**config.mk**
```make
export PLATFORM = sky130hd
export DESIGN_NAME = dna_window_insertion_scanner
export DESIGN_NICKNAME = d
export VERILOG_FILES = /design/src/hw/rtl/dwis_pkg.sv /design/src/hw/rtl/dwis_window.sv /design/src/hw/rtl/dwis_ins_unit.sv /design/src/hw/rtl/dna_window_insertion_scanner.sv
export SDC_FILE = /design/constraint.sdc
export NUM_CORES = 1
export LEC_CHECK = 0
export BUFFER_PORTS_ARGS = -buffer_cell sky130_fd_sc_hd__buf_2
export CORE_MARGIN = 2
export CORE_UTILIZATION = 60
export CTS_CLUSTER_SIZE = 25
export DETAILED_ROUTE_END_ITERATION = 12
export GPL_TIMING_DRIVEN = 0
export HOLD_SLACK_MARGIN = 0.05
export PLACE_DENSITY = 0.91
export SYNTH_ARGS = -nofsm -noshare
export SYNTH_HDL_FRONTEND = slang
export SYNTH_SLANG_ARGS = --single-unit
export TNS_END_PERCENT = 50
```
**constraint.sdc**
```tcl
create_clock -name clk_i -period 5.8 [get_ports clk_i]
set_input_delay 1.45 -clock clk_i [delete_from_list [all_inputs] [get_ports clk_i]]
set_output_delay 1.45 -clock clk_i [all_outputs]
set_load 0.05 [all_outputs]
```
**src/hw/rtl/dwis_pkg.sv**
```systemverilog
// Package for the DNA window insertion scanner: shared constants, base and
// state encodings, the symbol decoder and the window control struct.
// Depends on nothing; every other file of the block imports it.
`default_nettype none

package dwis_pkg;

  // Defaults for the top-level parameters.
  localparam int unsigned WindowLengthDef = 30;
  localparam int unsigned PositionBitsDef = 32;

  // Fixed field widths.
  localparam int unsigned SymbolBits   = 8;
  localparam int unsigned ReadBits     = 60;
  localparam int unsigned MaxInsBits   = 5;
  localparam int unsigned LocationBits = 32;
  localparam int unsigned CfgIndexBits = 2;
  localparam int unsigned CfgDataBits  = ReadBits;

  // Configuration register indexes.
  localparam logic [CfgIndexBits-1:0] CfgReadPattern   = 2'd0;
  localparam logic [CfgIndexBits-1:0] CfgMaxInsertions = 2'd1;

  localparam logic [MaxInsBits-1:0] MaxInsReset = 5'd2;

  // Base codes and their ASCII characters.
  localparam logic [1:0] BaseA = 2'd0;
  localparam logic [1:0] BaseC = 2'd1;
  localparam logic [1:0] BaseG = 2'd2;
  localparam logic [1:0] BaseT = 2'd3;

  localparam logic [SymbolBits-1:0] CharA = 8'h41;
  localparam logic [SymbolBits-1:0] CharC = 8'h43;
  localparam logic [SymbolBits-1:0] CharG = 8'h47;
  localparam logic [SymbolBits-1:0] CharT = 8'h54;

  typedef enum logic [1:0] {
    StIdle,
    StScan,
    StEmit
  } dwis_state_e;

  // Requests to the window register in one cycle: clear is applied first,
  // then the push of a base, then the position step.
  typedef struct packed {
    logic       clear;
    logic       push;
    logic [1:0] base;
    logic       advance;
  } dwis_win_ctrl_t;

  typedef struct packed {
    logic full;
    logic almost_full;
  } dwis_win_stat_t;

  // Returns {valid, base code}; valid is low for any byte but A, C, G and T.
  function automatic logic [2:0] decode_symbol(input logic [SymbolBits-1:0] sym);
    logic [2:0] res;
    case (sym)
      CharA:   res = {1'b1, BaseA};
      CharC:   res = {1'b1, BaseC};
      CharG:   res = {1'b1, BaseG};
      CharT:   res = {1'b1, BaseT};
      default: res = 3'b000;
    endcase
    return res;
  endfunction

endpackage

`default_nettype wire

```
**src/hw/rtl/dwis_window.sv**
```systemverilog
// Window register of the scanner: the last bases, their count and the
// saturating base position. Depends on dwis_pkg.
`default_nettype none

module dwis_window
  import dwis_pkg::*;
#(
  parameter int unsigned WindowLength = WindowLengthDef,
  parameter int unsigned PositionBits = PositionBitsDef
) (
  input  wire logic                      clk_i,
  input  wire logic                      rst_ni,
  input  wire dwis_win_ctrl_t            ctrl_i,
  output dwis_win_stat_t                 stat_o,
  output logic [2*WindowLength-1:0]      window_o,
  output logic [PositionBits-1:0]        position_o
);

  localparam int unsigned HeldBits = $clog2(WindowLength + 1);

  logic [2*WindowLength-1:0] window_q, window_d, window_base;
  logic [HeldBits-1:0]       held_q, held_d, held_base;
  logic [PositionBits-1:0]   pos_q, pos_d, pos_base;

  always_comb begin
    window_base = ctrl_i.clear ? '0 : window_q;
    held_base   = ctrl_i.clear ? '0 : held_q;
    pos_base    = ctrl_i.clear ? '0 : pos_q;

    window_d = window_base;
    held_d   = held_base;
    pos_d    = pos_base;

    if (ctrl_i.push) begin
      if (held_base < HeldBits'(WindowLength)) begin
        // Filling: the new base lands at the first free slot.
        for (int j = 0; j < WindowLength; j++) begin
          if (held_base == HeldBits'(j)) begin
            window_d[2*j +: 2] = ctrl_i.base;
          end
        end
        held_d = held_base + HeldBits'(1);
      end else begin
        // Full: the oldest base drops out and the new one becomes the newest.
        window_d = {ctrl_i.base, window_base[2*WindowLength-1:2]};
      end
    end

    if (ctrl_i.advance && (pos_base != '1)) begin
      pos_d = pos_base + PositionBits'(1);
    end
  end

  always_ff @(posedge clk_i or negedge rst_ni) begin
    if (!rst_ni) begin
      window_q <= '0;
      held_q   <= '0;
      pos_q    <= '0;
    end else begin
      window_q <= window_d;
      held_q   <= held_d;
      pos_q    <= pos_d;
    end
  end

  assign stat_o.full        = (held_q == HeldBits'(WindowLength));
  assign stat_o.almost_full = (held_q == HeldBits'(WindowLength - 1));
  assign window_o           = window_q;
  assign position_o         = pos_q;

endmodule

`default_nettype wire

```
**src/hw/rtl/dwis_ins_unit.sv**
```systemverilog
// Iterative insertion counter: one read position per cycle with a shared
// compare and a running insertion count. Depends on dwis_pkg.
`default_nettype none

module dwis_ins_unit
  import dwis_pkg::*;
#(
  parameter int unsigned WindowLength = WindowLengthDef
) (
  input  wire logic                         clk_i,
  input  wire logic                         rst_ni,
  input  wire logic                         start_i,
  input  wire logic [2*WindowLength-1:0]    window_i,
  input  wire logic [ReadBits-1:0]          read_pattern_i,
  input  wire logic [MaxInsBits-1:0]        max_ins_i,
  output logic                              busy_o,
  output logic                              done_o,
  output logic                              match_o
);

  localparam int unsigned IdxBits  = $clog2(WindowLength);
  localparam int unsigned CntBits  = $clog2(WindowLength + 1);
  localparam int unsigned CmpBits  = (CntBits > MaxInsBits) ? CntBits : MaxInsBits;
  localparam int unsigned CopyBits = (2 * WindowLength < ReadBits) ? 2 * WindowLength
                                                                   : ReadBits;

  logic               busy_q, busy_d;
  logic               done_q, done_d;
  logic               match_q, match_d;
  logic [IdxBits-1:0] idx_q, idx_d;
  logic [CntBits-1:0] ins_q, ins_d;

  logic [2*WindowLength-1:0] read_ext;
  logic [1:0]         read_arr [WindowLength];
  logic [1:0]         win_arr  [WindowLength];
  logic [IdxBits-1:0] win_idx;
  logic               mismatch;
  logic [CntBits-1:0] ins_next;

  // Read bases beyond the register are taken as A.
  always_comb begin
    read_ext = '0;
    for (int k = 0; k < CopyBits; k++) begin
      read_ext[k] = read_pattern_i[k];
    end
    for (int j = 0; j < WindowLength; j++) begin
      read_arr[j] = read_ext[2*j +: 2];
      win_arr[j]  = window_i[2*j +: 2];
    end
  end

  // The count never exceeds the read index, so it fits the index width here.
  assign win_idx  = idx_q - ins_q[IdxBits-1:0];
  assign mismatch = (read_arr[idx_q] != win_arr[win_idx]);
  assign ins_next = ins_q + CntBits'(mismatch);

  always_comb begin
    busy_d  = busy_q;
    done_d  = 1'b0;
    match_d = match_q;
    idx_d   = idx_q;
    ins_d   = ins_q;
    if (start_i) begin
      busy_d = 1'b1;
      idx_d  = '0;
      ins_d  = '0;
    end else if (busy_q) begin
      ins_d = ins_next;
      if (idx_q == IdxBits'(WindowLength - 1)) begin
        busy_d  = 1'b0;
        done_d  = 1'b1;
        match_d = (CmpBits'(ins_next) <= CmpBits'(max_ins_i));
      end else begin
        idx_d = idx_q + IdxBits'(1);
      end
    end
  end

  always_ff @(posedge clk_i or negedge rst_ni) begin
    if (!rst_ni) begin
      busy_q <= 1'b0;
      done_q <= 1'b0;
      idx_q  <= '0;
      ins_q  <= '0;
    end else begin
      busy_q <= busy_d;
      done_q <= done_d;
      idx_q  <= idx_d;
      ins_q  <= ins_d;
    end
  end

  always_ff @(posedge clk_i) begin
    match_q <= match_d;
  end

  assign busy_o  = busy_q;
  assign done_o  = done_q;
  assign match_o = match_q;

`ifndef SYNTHESIS
  a_count_bounded: assert property (@(posedge clk_i) disable iff (!rst_ni)
    busy_q |-> (CmpBits'(ins_q) <= CmpBits'(idx_q)))
    else $error("insertion count passed the read index");

  a_done_ends_walk: assert property (@(posedge clk_i) disable iff (!rst_ni)
    done_q |-> !busy_q)
    else $error("done raised while the walk is still running");

  a_walk_starts_clean: assert property (@(posedge clk_i) disable iff (!rst_ni)
    $rose(busy_q) |-> (idx_q == '0) && (ins_q == '0))
    else $error("walk started with stale index or count");
`endif

endmodule

`default_nettype wire

```
**src/hw/rtl/dna_window_insertion_scanner.sv**
```systemverilog
// Top level of the DNA window insertion scanner: stream ports, configuration
// registers, sequencer and output register. Depends on dwis_pkg, dwis_window
// and dwis_ins_unit.
//
// The scanner takes one genome character per input transfer and skips every
// byte other than ASCII A, C, G and T. It keeps the last WindowLength bases;
// once the window is full, every new base starts a greedy insertion-tolerant
// comparison against the configured read, walked by one shared compare unit at
// one read position per cycle. An item that does not fill or refresh a full
// window needs no comparison; one that ends the scan with a not-found result
// also passes through the emit state. An item that leads to a comparison holds
// the input through the accepting cycle, the walk over every read position and
// the judging of the count. A comparison that gives a result then moves it into
// the output register from the emit state, which lasts for as long as an
// earlier result still waits there. The
// first window with at most max_insertions insertions gives a found result
// (tuser 1) with the window start in tdata; after that the block drops input
// until a transfer with first_of_scan set (slave tuser). A scan whose last
// character (tlast) passes without a match gives a not-found result with
// location zero. The result sits in an output register, so the next character
// is accepted while a result waits to be taken. The base position saturates
// at its largest value. Configuration writes are always accepted and must only
// be made while the block is idle.
`default_nettype none

module dna_window_insertion_scanner
  import dwis_pkg::*;
#(
  parameter int unsigned WindowLength = WindowLengthDef,
  parameter int unsigned PositionBits = PositionBitsDef
) (
  input  wire logic                     clk_i,
  input  wire logic                     rst_ni,
  // Input stream.
  input  wire logic                     s_axis_tvalid_i,
  output logic                          s_axis_tready_o,
  input  wire logic [SymbolBits-1:0]    s_axis_tdata_i,   // [7:0] symbol
  input  wire logic [0:0]               s_axis_tuser_i,   // [0] first_of_scan
  input  wire logic                     s_axis_tlast_i,   // last_of_scan
  // Result stream.
  output logic                          m_axis_tvalid_o,
  input  wire logic                     m_axis_tready_i,
  output logic [LocationBits-1:0]       m_axis_tdata_o,   // [31:0] location
  output logic [0:0]                    m_axis_tuser_o,   // [0] found
  // Configuration writes.
  input  wire logic                     cfg_valid_i,
  output logic                          cfg_ready_o,
  input  wire logic [CfgIndexBits-1:0]  cfg_index_i,
  input  wire logic [CfgDataBits-1:0]   cfg_data_i
);

  localparam int unsigned LocWide = (PositionBits > LocationBits) ? PositionBits
                                                                  : LocationBits;

  // Configuration registers.
  logic [ReadBits-1:0]   read_pattern_q;
  logic [MaxInsBits-1:0] max_ins_q;

  assign cfg_ready_o = 1'b1;

  always_ff @(posedge clk_i or negedge rst_ni) begin
    if (!rst_ni) begin
      read_pattern_q <= '0;
      max_ins_q      <= MaxInsReset;
    end else if (cfg_valid_i) begin
      case (cfg_index_i)
        CfgReadPattern:   read_pattern_q <= cfg_data_i[ReadBits-1:0];
        CfgMaxInsertions: max_ins_q      <= cfg_data_i[MaxInsBits-1:0];
        default: ;
      endcase
    end
  end

  // Sequencer state and result bookkeeping.
  dwis_state_e state_q, state_d;
  logic        finished_q, finished_d;
  logic        last_q, last_d;
  logic        pend_found_q, pend_found_d;
  logic [LocationBits-1:0] pend_loc_q, pend_loc_d;
  logic        m_valid_q, m_valid_d;
  logic        out_found_q;
  logic [LocationBits-1:0] out_loc_q;
  logic        load_out;

  dwis_win_ctrl_t           win_ctrl;
  dwis_win_stat_t           win_stat;
  logic [2*WindowLength-1:0] window;
  logic [PositionBits-1:0]  position;
  logic                     ins_start, ins_busy, ins_done, ins_match;

  dwis_window #(
    .WindowLength (WindowLength),
    .PositionBits (PositionBits)
  ) u_window (
    .clk_i      (clk_i),
    .rst_ni     (rst_ni),
    .ctrl_i     (win_ctrl),
    .stat_o     (win_stat),
    .window_o   (window),
    .position_o (position)
  );

  dwis_ins_unit #(
    .WindowLength (WindowLength)
  ) u_ins_unit (
    .clk_i          (clk_i),
    .rst_ni         (rst_ni),
    .start_i        (ins_start),
    .window_i       (window),
    .read_pattern_i (read_pattern_q),
    .max_ins_i      (max_ins_q),
    .busy_o         (ins_busy),
    .done_o         (ins_done),
    .match_o        (ins_match)
  );

  // Decoding of the accepted character.
  logic       in_accept, first_scan, finished_eff, live, sym_ok, push, go_scan;
  logic       early_nf, scan_done, hit, miss, miss_nf, out_free;
  logic [2:0] dec;
  logic [LocWide-1:0] loc_full;

  assign s_axis_tready_o = (state_q == StIdle);
  assign in_accept    = s_axis_tvalid_i && s_axis_tready_o;
  assign first_scan   = s_axis_tuser_i[0];
  assign finished_eff = finished_q && !first_scan;
  assign live         = in_accept && !finished_eff;
  assign dec          = decode_symbol(s_axis_tdata_i);
  assign sym_ok       = dec[2];
  assign push         = live && sym_ok;
  // A window that holds at least all but one base is full after this push.
  assign go_scan      = push && !first_scan && (win_stat.full || win_stat.almost_full);
  // The last character passed without any comparison to wait for.
  assign early_nf     = live && s_axis_tlast_i && !go_scan;
  assign scan_done    = (state_q == StScan) && ins_done;
  assign hit          = scan_done && ins_match;
  assign miss         = scan_done && !ins_match;
  assign miss_nf      = miss && last_q;
  assign out_free     = !m_valid_q || m_axis_tready_i;

  // The position still names the newest base while the comparison runs.
  assign loc_full = LocWide'(position) - LocWide'(WindowLength - 1);

  // Next state.
  always_comb begin
    state_d = state_q;
    case (state_q)
      StIdle: begin
        if (go_scan) begin
          state_d = StScan;
        end else if (early_nf) begin
          state_d = StEmit;
        end
      end
      StScan: begin
        if (hit || miss_nf) begin
          state_d = StEmit;
        end else if (miss) begin
          state_d = StIdle;
        end
      end
      StEmit: begin
        if (out_free) begin
          state_d = StIdle;
        end
      end
      default: state_d = StIdle;
    endcase
  end

  // Outputs of the sequencer.
  always_comb begin
    win_ctrl.clear   = in_accept && first_scan;
    win_ctrl.push    = push;
    win_ctrl.base    = dec[1:0];
    win_ctrl.advance = (push && !go_scan) || miss;
    ins_start        = go_scan;

    finished_d   = finished_q;
    last_d       = last_q;
    pend_found_d = pend_found_q;
    pend_loc_d   = pend_loc_q;

    if (in_accept && first_scan) begin
      finished_d = 1'b0;
    end
    if (go_scan) begin
      last_d = s_axis_tlast_i;
    end
    if (early_nf || miss_nf) begin
      finished_d   = 1'b1;
      pend_found_d = 1'b0;
      pend_loc_d   = '0;
    end
    if (hit) begin
      finished_d   = 1'b1;
      pend_found_d = 1'b1;
      pend_loc_d   = loc_full[LocationBits-1:0];
    end

    load_out  = (state_q == StEmit) && out_free;
    m_valid_d = m_valid_q;
    if (load_out) begin
      m_valid_d = 1'b1;
    end else if (m_axis_tready_i) begin
      m_valid_d = 1'b0;
    end
  end

  always_ff @(posedge clk_i or negedge rst_ni) begin
    if (!rst_ni) begin
      state_q    <= StIdle;
      finished_q <= 1'b0;
      last_q     <= 1'b0;
      m_valid_q  <= 1'b0;
    end else begin
      state_q    <= state_d;
      finished_q <= finished_d;
      last_q     <= last_d;
      m_valid_q  <= m_valid_d;
    end
  end

  always_ff @(posedge clk_i) begin
    pend_found_q <= pend_found_d;
    pend_loc_q   <= pend_loc_d;
    if (load_out) begin
      out_found_q <= pend_found_q;
      out_loc_q   <= pend_loc_q;
    end
  end

  assign m_axis_tvalid_o   = m_valid_q;
  assign m_axis_tdata_o    = out_loc_q;
  assign m_axis_tuser_o[0] = out_found_q;

`ifndef SYNTHESIS
  a_idle_means_unit_free: assert property (@(posedge clk_i) disable iff (!rst_ni)
    s_axis_tready_o |-> !ins_busy)
    else $error("input accepted while the compare unit is busy");

  a_result_from_emit: assert property (@(posedge clk_i) disable iff (!rst_ni)
    $rose(m_valid_q) |-> $past(state_q == StEmit))
    else $error("result register loaded outside the emit state");

  a_emit_marks_finished: assert property (@(posedge clk_i) disable iff (!rst_ni)
    (state_q == StEmit) |-> finished_q)
    else $error("result pending without the scan marked finished");

  a_scan_ends_on_done: assert property (@(posedge clk_i) disable iff (!rst_ni)
    ((state_q == StScan) && !ins_busy && !ins_done) |-> $past(ins_start))
    else $error("scan state without a running comparison");
`endif

endmodule

`default_nettype wire

```
==> out/results.tsv <==
metric	value	unit
synthArstFlopShare	0.728	
fp-row-count	53	
place_hpwl	23.2	mm
cts-root-buf	clkbuf_16	
cts_buffer_depth	3	
ys_warn_count	0	
setup_viol	0	
nets	1463	
ys_seq_area_frac	0.507	
power_leakage	6.10	nW
hold-path-endpoint	m_axis_tdata_o[21]	
htreeDepth	1	
p_sw	969	uW
reg2reg_to	u_ins_unit.match_o	
clock_sinks	246	
dp.cells	1611	
antenna_found_initial	1	
first_iter_violations	1260	
hold_buffers	0	
crit_top_cell	ha_1	
crit_required	6.18	ns
synth.most_common_cell	dfrtp_1	
gp_congestion	1.00	
fin_cells	1658	
slowest_stage	fa_1	
tightest_slew	1.22	ns
cp_slowest_stage_delay	0.74	ns
synth_area_per_cell	10.4	um^2
wl	33.3	mm
cp_cell_sequence	buf_2, clkbuf_4, inv_1, ha_1, fa_1, clkbuf_4, mux4_2, mux2i_1, a22oi_1, a32oi_1, xnor2_1, nand3_1, ha_1, ha_1, ha_1, nor2b_1, o21ai_0, nand2b_1, a21oi_1, nor2b_1, o22ai_1	
pwr-share-comb	0.099	
numPortBuffers	111	
maxSlewHeadroom	0.185	
worstHoldPathType	flip-flop to flip-flop	
post_drt_wl_per_cell	20.1	um
yosys_register_bits	246	
die_area	22500	um^2
critical_path_class	flip-flop to flip-flop	
syn-num-nets	1321	
grt_pass1_vias	10400	
synthFlopType	dfrtp_1	
viasPerCell	6.33	
power	3.99	mW
yosysUniqueCellTypes	74	
clk_pin_slew	0.06	ns
syn-instance-count	1223	
swShare	0.243	
internal_power	3.02	mW
syn_area	12800	um^2
period_share	0.944	
grt_start_max_net_pins	104	
clk_latency	0.54	ns
fp.dieH	150	um
synthTopCellsByArea	dfrtp_1, edfxtp_1, mux2_2	
num_vias	10500	
outcome	finished clean	
arrival	5.86	ns
maxCapViolations	0	
core_area	21000	um^2
cts_tree	yes	
powerDensity	273	nW/um^2
drive_above_1_share	0.205	
max_freq	0.183	GHz
initial_core_util	0.610	
nFillCells	1487	
crit_fanout	10	
grt_pass1_wl	53.1	mm
hp-start	pend_loc_q[21]	
crit_path_start_kind	flip-flop	
skew	0.0130	ns
track_usage	0.298	
power_frac_clock	0.408	
r2r_setup_slack	0.32	ns
finalCriticalPeriod	5.48	ns
reg2reg_depth	21	
slew_viol_final	0	
regToRegStartpoint	u_ins_unit.idx_q[0]	
synth_top_area_frac	0.349	
hold_path_depth	0	
ant_nets	0	
first_pass_iters	8	
worstSetupEndpointType	flip-flop	
ir_drop	0.226	mV
rsz0062_at_grt	no	
die_w	150	um
grt_overflow	0	
synth_edf_count	66	
synth_top_area_cell	dfrtp_1	
io_pins	113	
cts_buffers	25	
drc	0	
hold_viol	0	
syn_to_final_growth	14.3	%
pwr-share-seq	0.493	
synthTopCellsByCount	dfrtp_1, nand2_1, a21oi_1	
==> sequential cells by signal, indices dropped and copies added (netlist names), 2 cells and up <==
| name | count |
|---|---|
| m_axis_tdata_o | 32 |
| max_ins_q | 5 |
| pend_loc_q | 32 |
| read_pattern_q | 60 |
| state_q | 2 |
| u_ins_unit.idx_q | 5 |
| u_ins_unit.ins_q | 5 |
| u_window.held_q | 5 |
| u_window.position_o | 32 |
| u_window.window_o | 60 |
==> stage by stage <==
stage	setup WS, ns	TNS, ns	hold slack (ns)	area (um^2)	util
3_3_place_gp	-0.139	-0.139	0.402	13700	0.653
5_1_grt	0.0607	0	0.433	14600	0.697
6_report	0.322	0	0.417	14600	0.697
4_1_cts	0.0613	0	0.418	14600	0.695
2_1_floorplan	0.994	0	0.400	12800	-
3_5_place_dp	-0.267	-0.267	0.405	13700	0.656
==> what timing repair did <==
action                                  in CTS  in global routing
buffers inserted                             0                  3
gates resized for setup                      2                  7
endpoints found under the setup margin       1                  1
pin swaps                                    0                  1
==> kinds of logic (layout without fill, tap and decap cells) <==
kind of cell | Yosys count | count (layout) | synth area share
AOI/OAI and AO/OA | 262 | 262 | 0.117
muxes | 112 | 112 | 0.120
buffers and inverters | 109 | 268 | 0.0347
other | 1 | 2 | 0.000294
DFF | 246 | 246 | 0.507
xor gates and xnor gates | 60 | 60 | 0.0417
and+or+nand+nor | 412 | 412 | 0.158
adders and majority gates | 21 | 21 | 0.0212
==> routing by layer <==
metal / routed length (um) / share of wire / global-route usage / vias up
li1: - / - / - / 4694
met4: 1300 / 0.039 / 0.127 / 0
met5: 0 / 0 / 0 / -
met2: 16500 / 0.50 / 0.497 / 619
met3: 2970 / 0.089 / 0.0540 / 120
met1: 12500 / 0.37 / 0.384 / 5057
==> power by group through the flow <==
stage          combinational, mW  sequential [mW]  clock, mW
6_report                   0.395             1.97       1.63
5_1_grt                    0.425             1.98       1.71
4_1_cts                    0.395             1.97       1.64
3_5_place_dp               0.392             2.00          0
3_3_place_gp               0.364             1.98          0
2_1_floorplan              0.201             2.03          0
==> cell usage in the layout, fill, tap and decap left out, types with 13 or more instances in the layout <==
cell / netlist / final
buf_2: 14 / 123
nor3_1: 28 / 28
o22ai_1: 14 / 14
edfxtp_1: 66 / 66
mux2_2: 66 / 66
xor2_1: 16 / 16
or3_1: 20 / 20
o21ai_0: 67 / 67
mux4_2: 26 / 26
nand3_1: 20 / 20
xnor2_1: 43 / 43
ha_1: 20 / 20
a21oi_1: 128 / 128
inv_1: 19 / 19
nor2_1: 77 / 77
mux2i_1: 20 / 20
a22oi_1: 13 / 13
dfrtp_1: 178 / 178
clkbuf_1: 64 / 70
nand2_1: 172 / 172
clkbuf_16: 0 / 25
==> worst max-delay path: cells and delay by family (launching register included) <==
family          cells  cell delay [ns]
simple gates        4             0.39
xor+xnor            1             0.14
buf+inv             4             1.16
mux                 2             0.60
compound gates      5             0.79
flops               1             0.37
fa+ha+maj           5             1.84
==> how the worst max path moves through the flow <==
stage                         endpoint  slack [ns]  cells past startpoint           startpoint
floorplan           u_ins_unit.match_o        0.99                     20  u_ins_unit.idx_q[1]
global placement    u_ins_unit.match_o       -0.14                     21  u_ins_unit.idx_q[1]
detailed placement  u_ins_unit.match_o       -0.27                     21  u_ins_unit.idx_q[1]
CTS                 u_ins_unit.match_o        0.06                     21  u_ins_unit.idx_q[0]
global route        u_ins_unit.match_o        0.06                     21  u_ins_unit.idx_q[0]
finish              u_ins_unit.match_o        0.32                     21  u_ins_unit.idx_q[0]
==> layout make-up <==
class	count	area, um^2	area share
clock inverter	9	135	0.00925
buffer	89	378	0.0259
inverter	19	71.3	0.00488
tap	275	344	0.0236
clock buffer	35	673	0.0461
antenna	1	2.50	0.000171
timing repair buffer	116	656	0.0449
multi-input combinational	868	5860	0.401
sequential	246	6480	0.444
Power figures use the tool's default switching activity.
